### config.mk
export PLATFORM = sky130hd
export DESIGN_NAME = lidar_serial_frame_parser
export DESIGN_NICKNAME = d
export VERILOG_FILES = /design/src/rtl/lsfp_pkg.sv /design/src/rtl/lidar_serial_frame_parser.sv
export SDC_FILE = /design/constraint.sdc
export NUM_CORES = 1
export LEC_CHECK = 0
export ABC_AREA = 1
export BUFFER_PORTS_ARGS = -buffer_cell sky130_fd_sc_hd__buf_2
export CORE_MARGIN = 4
export CORE_UTILIZATION = 63
export CTS_CLUSTER_SIZE = 16
export DETAILED_ROUTE_END_ITERATION = 8
export PLACE_DENSITY = 0.88
export SLEW_MARGIN = 20
export SYNTH_ARGS = -nofsm -noshare
export SYNTH_HDL_FRONTEND = slang
export SYNTH_SLANG_ARGS = --single-unit
### constraint.sdc
create_clock -name clock -period 2.9 [get_ports clock]
set_input_delay 0.145 -clock clock [delete_from_list [all_inputs] [get_ports clock]]
set_output_delay 0.145 -clock clock [all_outputs]
set_load 0.005 [all_outputs]
### src/rtl/lsfp_pkg.sv
`default_nettype none
package lsfp_pkg;

   // Frame layout
   localparam logic [7:0] SYNC_BYTE    = 8'h59;
   localparam int         PAYLOAD_LEN  = 6;
   localparam int         IDX_W        = $clog2(PAYLOAD_LEN);
   localparam logic [IDX_W-1:0] IDX_LAST = IDX_W'(PAYLOAD_LEN - 1);
   localparam logic [IDX_W-1:0] IDX_DIST_LO = IDX_W'(0);
   localparam logic [IDX_W-1:0] IDX_DIST_HI = IDX_W'(1);
   localparam logic [IDX_W-1:0] IDX_SIGNAL  = IDX_W'(4);

   // Sum of both sync bytes, the checksum's starting value
   localparam logic [7:0] SUM_SEED     = 8'(SYNC_BYTE + SYNC_BYTE);

   // Distance rules
   localparam int         DIST_W       = 13;
   localparam logic [15:0] RANGE_MIN   = 16'd40;
   localparam logic [15:0] RANGE0_END  = 16'd1200;
   localparam logic [15:0] RANGE1_END  = 16'd2200;
   localparam logic [7:0]  LONG_ITIME  = 8'd7;
   localparam logic [7:0]  SIG_MIN     = 8'd7;
   localparam logic signed [DIST_W-1:0] ITIME_OFFSET = 13'sd13;
   localparam logic signed [DIST_W-1:0] DIST_INVALID = -13'sd1;

   // Sensor type codes
   localparam logic SENSOR_SHORT = 1'b0;
   localparam logic SENSOR_LONG  = 1'b1;

   localparam int ERR_W = 16;

endpackage
`default_nettype wire

### src/rtl/lidar_serial_frame_parser.sv
`default_nettype none
// Channel   Direction  Handshake                 Payload
// req_      in         req_valid / req_stall      req_rx_byte[7:0]
// rsp_      out        rsp_valid / rsp_stall      rsp_checksum_ok, rsp_distance_cm[12:0] s,
//                                                 rsp_error_count[15:0]
// csr_      in         csr_write_enable           csr_write_data (sensor type)
//
// One byte per cycle unless stalled; a checksum byte gives its response in the next cycle.
// The rate is set by the single response register: bytes stall only while a
// response is held there by rsp_stall.
// Reset (synchronous, active high) returns to sync hunting with zero distance and
// zero error count; there is no clearing pass.
module lidar_serial_frame_parser (
   input  wire                                clock,
   input  wire                                reset,
   input  wire                                req_valid,
   output logic                               req_stall,
   input  wire  [7:0]                         req_rx_byte,
   output logic                               rsp_valid,
   input  wire                                rsp_stall,
   output logic                               rsp_checksum_ok,
   output logic signed [lsfp_pkg::DIST_W-1:0] rsp_distance_cm,
   output logic [lsfp_pkg::ERR_W-1:0]         rsp_error_count,
   input  wire                                csr_write_enable,
   input  wire                                csr_write_data
);

   typedef enum logic [1:0] {
      PH_SYNC1,
      PH_SYNC2,
      PH_PAYLOAD,
      PH_CKSUM
   } phase_type;

   phase_type                          phase_ff, phase_in;
   logic [lsfp_pkg::IDX_W-1:0]         idx_ff, idx_in;
   logic [7:0]                         sum_ff, sum_in;
   logic [7:0]                         dist_lo_ff, dist_hi_ff, signal_ff;
   logic signed [lsfp_pkg::DIST_W-1:0] held_ff, held_in;
   logic [lsfp_pkg::ERR_W-1:0]         err_ff, err_in;
   logic                               sensor_ff;
   logic                               rsp_valid_ff, rsp_valid_in;
   logic                               rsp_ok_ff;

   logic                               accept;
   logic                               finish;
   logic                               sum_match;
   logic [15:0]                        dist_raw;
   logic signed [lsfp_pkg::DIST_W-1:0] dist_checked;

   // Stall only while a response sits unclaimed
   assign req_stall = rsp_valid_ff & rsp_stall;
   assign accept    = req_valid & ~req_stall;
   assign finish    = accept & (phase_ff == PH_CKSUM);
   assign sum_match = (req_rx_byte == sum_ff);

   // Distance validation by sensor type
   assign dist_raw = {dist_hi_ff, dist_lo_ff};
   always_comb begin
      dist_checked = lsfp_pkg::DIST_INVALID;
      if (sensor_ff == lsfp_pkg::SENSOR_SHORT) begin
         if (dist_raw >= lsfp_pkg::RANGE_MIN && dist_raw < lsfp_pkg::RANGE0_END) begin
            dist_checked = signed'(dist_raw[lsfp_pkg::DIST_W-1:0]);
            if (signal_ff == lsfp_pkg::LONG_ITIME) begin
               dist_checked = signed'(dist_raw[lsfp_pkg::DIST_W-1:0])
                            - lsfp_pkg::ITIME_OFFSET;
            end
         end
      end else begin
         if (dist_raw >= lsfp_pkg::RANGE_MIN && dist_raw < lsfp_pkg::RANGE1_END
             && signal_ff >= lsfp_pkg::SIG_MIN) begin
            dist_checked = signed'(dist_raw[lsfp_pkg::DIST_W-1:0]);
         end
      end
   end

   // Frame sequencing, running checksum, held distance and error count
   always_comb begin
      phase_in = phase_ff;
      idx_in   = idx_ff;
      sum_in   = sum_ff;
      held_in  = held_ff;
      err_in   = err_ff;
      if (accept) begin
         case (phase_ff)
            PH_SYNC1: begin
               if (req_rx_byte == lsfp_pkg::SYNC_BYTE) phase_in = PH_SYNC2;
            end
            PH_SYNC2: begin
               phase_in = (req_rx_byte == lsfp_pkg::SYNC_BYTE) ? PH_PAYLOAD : PH_SYNC1;
               idx_in   = '0;
               sum_in   = lsfp_pkg::SUM_SEED;
            end
            PH_PAYLOAD: begin
               sum_in = sum_ff + req_rx_byte;
               idx_in = idx_ff + 1'b1;
               if (idx_ff == lsfp_pkg::IDX_LAST) phase_in = PH_CKSUM;
            end
            PH_CKSUM: begin
               if (sum_match) held_in = dist_checked;
               else           err_in  = err_ff + 1'b1;
               phase_in = PH_SYNC1;
               idx_in   = '0;
            end
            default: phase_in = PH_SYNC1;
         endcase
      end
   end

   // Response register: loaded on the checksum byte, freed when taken
   always_comb begin
      rsp_valid_in = rsp_valid_ff;
      if (rsp_valid_ff && !rsp_stall) rsp_valid_in = 1'b0;
      if (finish)                     rsp_valid_in = 1'b1;
   end

   // Control state
   always_ff @(posedge clock) begin
      if (reset) begin
         phase_ff     <= PH_SYNC1;
         idx_ff       <= '0;
         held_ff      <= '0;
         err_ff       <= '0;
         sensor_ff    <= lsfp_pkg::SENSOR_SHORT;
         rsp_valid_ff <= 1'b0;
      end else begin
         phase_ff     <= phase_in;
         idx_ff       <= idx_in;
         held_ff      <= held_in;
         err_ff       <= err_in;
         rsp_valid_ff <= rsp_valid_in;
         if (csr_write_enable) sensor_ff <= csr_write_data;
      end
   end

   // Payload: checksum, kept payload bytes, response flag
   always_ff @(posedge clock) begin
      sum_ff <= sum_in;
      if (accept && phase_ff == PH_PAYLOAD) begin
         if (idx_ff == lsfp_pkg::IDX_DIST_LO) dist_lo_ff <= req_rx_byte;
         if (idx_ff == lsfp_pkg::IDX_DIST_HI) dist_hi_ff <= req_rx_byte;
         if (idx_ff == lsfp_pkg::IDX_SIGNAL)  signal_ff  <= req_rx_byte;
      end
      if (finish) rsp_ok_ff <= sum_match;
   end

   assign rsp_valid       = rsp_valid_ff;
   assign rsp_checksum_ok = rsp_ok_ff;
   assign rsp_distance_cm = held_ff;
   assign rsp_error_count = err_ff;

`ifndef SYNTHESIS
   // A checksum byte always leaves a response behind
   a_finish_gives_rsp: assert property (@(posedge clock) disable iff (reset)
      finish |=> rsp_valid_ff)
      else $error("checksum byte gave no response");

   // A mismatch bumps the error count by exactly one
   a_err_step: assert property (@(posedge clock) disable iff (reset)
      (finish && !sum_match) |=> (err_ff == $past(err_ff) + 1'b1) && !rsp_ok_ff)
      else $error("error count not advanced on mismatch");

   // Errors and the held distance only move on a finished frame
   a_err_hold: assert property (@(posedge clock) disable iff (reset)
      !finish |=> $stable(err_ff) && $stable(held_ff))
      else $error("held results changed without a checksum byte");

   // No byte moves the parser while stalled
   a_phase_hold: assert property (@(posedge clock) disable iff (reset)
      !accept |=> $stable(phase_ff) && $stable(idx_ff))
      else $error("parser advanced without an accepted request");

   // Payload index stays inside the frame
   a_idx_range: assert property (@(posedge clock) disable iff (reset)
      (phase_ff == PH_PAYLOAD) |-> (idx_ff <= lsfp_pkg::IDX_LAST))
      else $error("payload index beyond frame");
`endif

endmodule
`default_nettype wire
======== Word level (Yosys, flattened, before mapping) ========
Index checks and enable logic that the tools add are counted.
word-level totals
  flip-flop bits (word level) ............. 69
  bits of input ports ..................... 14
  logic and storage cells ................. 67
cells by class
  add/subtract/negate cells ............... 4
  $lt $le $gt $ge ......................... 4
  eq/ne operators ......................... 11
  multiplexer cells ....................... 12
  bitwise logic cells ..................... 5
  reductions and logical operators ........ 20
operators by type and width
  kind                     count
  $mux W13                 4
  $add A16 B1 Y16 const B  1
  $ge A16 B6 Y1 const B    1
  $lt A16 B11 Y1 const B   1
  $lt A16 B12 Y1 const B   1
  $pmux W8 S2              1
  $sub A13 B5 Y13 const B  1
  $reduce_and A2 Y1        5
  $reduce_and A3 Y1        3
  $add A8 B8 Y8            1
  $eq A8 B3 Y1 const B     1
  $eq A8 B7 Y1 const B     1
  $eq A8 B8 Y1             1
  $ge A8 B3 Y1 const B     1
  $pmux W2 S4              1
  $eq A3 B3 Y1 const B     2
  $mux W2                  3
  $pmux W3 S2              1
  $reduce_bool A2 Y1       3
  $logic_and A1 B1 Y1      5
  $eq A2 B2 Y1 const B     2
  $ne A2 B2 Y1 const B     2
  $add A3 B1 Y3 const B    1
  $and A1 B1 Y1            3
  other kinds (8)          10

======== Longest topological paths before layout ========
  word-level depth ........................ 5
  gate-level depth with buffers ........... 12

======== Least setup slack after synthesis ========
OpenSTA, ideal clock, no wires.
  path type ............................... register to register
  start ................................... reg phase_ff[0]
  end ..................................... reg dist_lo_ff[0] (enable)
  arrival ................................. 1.495 ns
  data required time ...................... 2.517 ns
  path slack .............................. 1.022 ns
  cell stages (with the launch flop) ...... 6
  path buffers ............................ 1
  cells stage by stage .................... dfxtp_1 inv_1 ha_1 clkbuf_1 nand2_1 nor3_1
between the ends
  cells in the longest elaborated chain, start to end .. 3
RTL lines
  item                         line                              text
  start, declared              lidar_serial_frame_parser.sv:35   phase_type phase_ff, phase_in;
  start signal, assigned       lidar_serial_frame_parser.sv:127  phase_ff <= phase_in;
  $eq A2 B2 Y1                 lidar_serial_frame_parser.sv:139  if (accept && phase_ff == PH_PAYLOAD) begin
  $logic_and A1 B1 Y1          lidar_serial_frame_parser.sv:139
  $reduce_and A2 Y1 (no line)  -
  end signal, assigned         lidar_serial_frame_parser.sv:140  if (idx_ff == lsfp_pkg::IDX_DIST_LO) dist_lo_ff <= req_rx_byte;
  end, declared                lidar_serial_frame_parser.sv:38   logic [7:0] dist_lo_ff, dist_hi_ff, signal_ff;
No other way between the ends.
A chain may end at the register's enable or synchronous reset.

======== Worst setup path after layout ========
  start ................................... reg sum_ff[6]
  end ..................................... reg err_ff, in the netlist rsp_error_count[3]
between the ends
  cells in the longest elaborated chain, start to end .. 3
RTL lines
  item                         line                              text
  start, declared              lidar_serial_frame_parser.sv:37   logic [7:0] sum_ff, sum_in;
  start signal, assigned       lidar_serial_frame_parser.sv:138  sum_ff <= sum_in;
  $eq A8 B8 Y1                 lidar_serial_frame_parser.sv:55   assign sum_match = (req_rx_byte == sum_ff);
  $not A1 Y1 (no line)         -
  $reduce_and A3 Y1 (no line)  -
  end signal, assigned         lidar_serial_frame_parser.sv:130  err_ff <= err_in;
  end, declared                lidar_serial_frame_parser.sv:40   logic [lsfp_pkg::ERR_W-1:0] err_ff, err_in;
No other way between the ends.

==> impl_metrics.ini <==
[hold_path]
hold_path_class = in -> reg
min_path_cells = 1
hold_end = signal_ff[4]
min_from = req_rx_byte[4]

[pwr]
finalPower_w = 0.001883
p_per_area_nw_per_um2 = 437.8
leakagePower_nw = 1.833
peakVddDrop_v = 0.0003615

[sta]
fin_crit_ns = 2.199
fin_crit_sh_pct = 75.84
fin_skew_ns = 0.01610
finalSetupViolations = 0
fin_setup_tns_ns = 0
worst_pin_slew_ns = 0.7318
finalHoldViolCount = 0
rsz0062_at_grt = no
fmax_mhz = 454.7
report.final.slew_viol_count = 0
slew_headroom_pct = 51.03

[run_status]
status = finished, final reports clean

[global_routing]
grt_usage_pct = 25.70
grt_pass1_vias = 3310
grt_max_degree = 23
antenna_found_initial = 0
grt_pass1_wl_mm = 15.15
gr-total-overflow = 0

[route]
wl_per_cell_um = 14.86
drt_iter0_drc = 279
drtPass1Iterations = 5
vias = 3420
antenna_left = 0
finalWirelength_mm = 9.017
drc = 0
vias_per_cell = 5.634

[floorplan]
rows = 28
coreArea_um2 = 5921
ios = 46
die_w_um = 85.88
initial_core_util_pct = 64.54
die_h_um = 85.88
die_area_um2 = 7375

[worst_setup_path]
path_max_fanout = 16
worstPathArrival_ns = 2.48
crit_start = sum_ff[6]
max_stage_delay_ns = 0.37
critPathTopFamily = simple AND/OR/NAND/NOR gates
rr_endpoint = rsp_error_count[3]
reg2reg_depth = 10
end_kind = flip-flop
cp_num_buf_inv = 1
crit_chain = ha_1 > nor2_1 > nand2_1 > nor3_2 > nand2_2 > nand2_2 > inv_1 > nand2_1 > o21ai_0 > a21oi_1
required_ns = 3.18
crit_slowest_cell = edfxtp_1
reg2reg_setup_slack_ns = 0.70
worstSetupPathType = reg -> reg
startpoint_type = flip-flop
r2r_start = sum_ff[6]

[synth]
synth_top_area_share_pct = 25.93
avgSynthCellArea_um2 = 7.977
synth-seq-cells = 69
yosys.area.top_type = edfxtp_1
yosysMostFrequentCell = nand2_1
synth_area_leaders = edfxtp_1, dfxtp_1, nand2_1, inv_1, ha_1
yosys_warnings = 0
async_reset_ff_share_pct = 0
ys.flop_type = dfxtp_1
syn-cell-area_um2 = 3821
yosysSeqAreaShare_pct = 44.79
ys_types = 36
synth.cells.most_frequent = nand2_1, inv_1, dfxtp_1, nor2_1, a21oi_1
synth_cells = 479
synth_edf_count = 33
syn-num-nets = 511

[clocking]
clock_latency_ns = 0.34
path_clk_slew_ns = 0.09
root_buffer = clkbuf_8
cts_setup_buffers = 0
clkSinkCount = 69
htreeDepth = 3
cts_resized = 0
cts-buffers-inserted = 9
hold_buffers = 0
clock_path_buffers = 2
cts_tree = yes

[job]
drv_cap = 0

[finish]
multi_input_area_um2 = 1768
areaGrowthSynthToFinish_pct = 12.54
nets = 559
register_area_um2 = 1712
layout-drive-gt1-share_pct = 16.17
diodes = 0
fillerInstances = 432

[place]
gp_congestion = 0.9144
place_hpwl_mm = 6.545
io_buffers = 45
[kinds of logic (layout without fill, tap and decap cells)]
group           after synthesis  after routing  synth area share [%]
flops                        69             69                 44.79
simple gates                225            225                 27.60
compound gates               72             72                 9.823
xor+xnor                     12             12                 2.751
buf+inv                      83            136                 8.939
fa+ha+maj                    18             18                 6.090
[sequential cells by signal (all words and copies together), names as in the netlist, 3 cells and up, named ones only]
register and flops:
sum_ff 8, dist_lo_ff 8, rsp_error_count 16, idx_ff 3
dist_hi_ff 8, signal_ff 8, rsp_distance_cm 13
[metal layers]
layer	GRT usage, %	vias up	share of wire (%)
met3	4.803	30	6.0
met4	8.921	0	2.8
met1	32.55	1572	41
met5	0	-	0
li1	-	1679	-
met2	43.94	139	50
[stage by stage]
stage	instances	hold slack, ns	utilization, %	worst slack (ns)	area, µm²
detailed placement	591	0.3841	69.06	0.7684	4089
finish	607	0.04470	72.63	0.7005	4300
global route	607	0.04187	72.63	0.6314	4300
CTS	607	0.03383	72.63	0.7509	4300
floorplan	479	0.2211	-	1.022	3821
global placement	591	0.3732	69.06	0.9355	4089
[worst register-to-register path: cells and delay by family, from the launching register on]
kind	cells	cell delay, ns
adder cells (fa/ha/maj)	1	0.36
flip-flops	1	0.37
AO/OA/AOI/OAI	2	0.21
AND/OR/NAND/NOR	6	0.97
buffers and inverters	1	0.25
[worst max path at each step]
stage | endpoint | slack [ns] | cells past startpoint
3_3_place_gp | rsp_error_count[3] | 0.94 | 10
4_1_cts | rsp_error_count[3] | 0.75 | 10
6_report | rsp_error_count[3] | 0.70 | 10
2_1_floorplan | dist_lo_ff[0] | 1.02 | 5
5_1_grt | rsp_error_count[3] | 0.63 | 10
3_5_place_dp | rsp_error_count[3] | 0.77 | 10
[cells in the final DEF, fill, tap and decap left out, drive strengths merged]
| cell type | n |
|---|---|
| o21bai | 2 |
| o21a | 1 |
| nand3 | 32 |
| nor4 | 1 |
| edfxtp | 33 |
| nor3b | 4 |
| nand2 | 110 |
| a211oi | 1 |
| ha | 17 |
| xnor2 | 3 |
| nor3 | 17 |
| a31oi | 2 |
| inv | 74 |
| o211ai | 1 |
| o21ai | 30 |
| xor2 | 9 |
| dfxtp | 36 |
| fa | 1 |
| nor2 | 43 |
| nand4 | 16 |
| clkinv | 4 |
| buf | 47 |
| nand3b | 2 |
| a21oi | 35 |
| clkbuf | 11 |
[area by class of cell]
cell class                      count  area share [%]
Sequential cell                    69           39.80
Clock inverter                      5          0.8729
Multi-Input combinational cell    327           41.11
Clock buffer                       11           4.044
Tap cell                           75           2.182
Inverter                           73           6.401
Timing Repair Buffer               47           5.586
[power by group]
group          switching [W]  leakage [nW]  internal, W  total [W]
clock network       0.000375         0.110     0.000419   0.000794
registers         0.00000119         0.581      0.00102    0.00102
logic              0.0000484          1.14    0.0000221  0.0000705
Power figures use the tool's default switching activity.
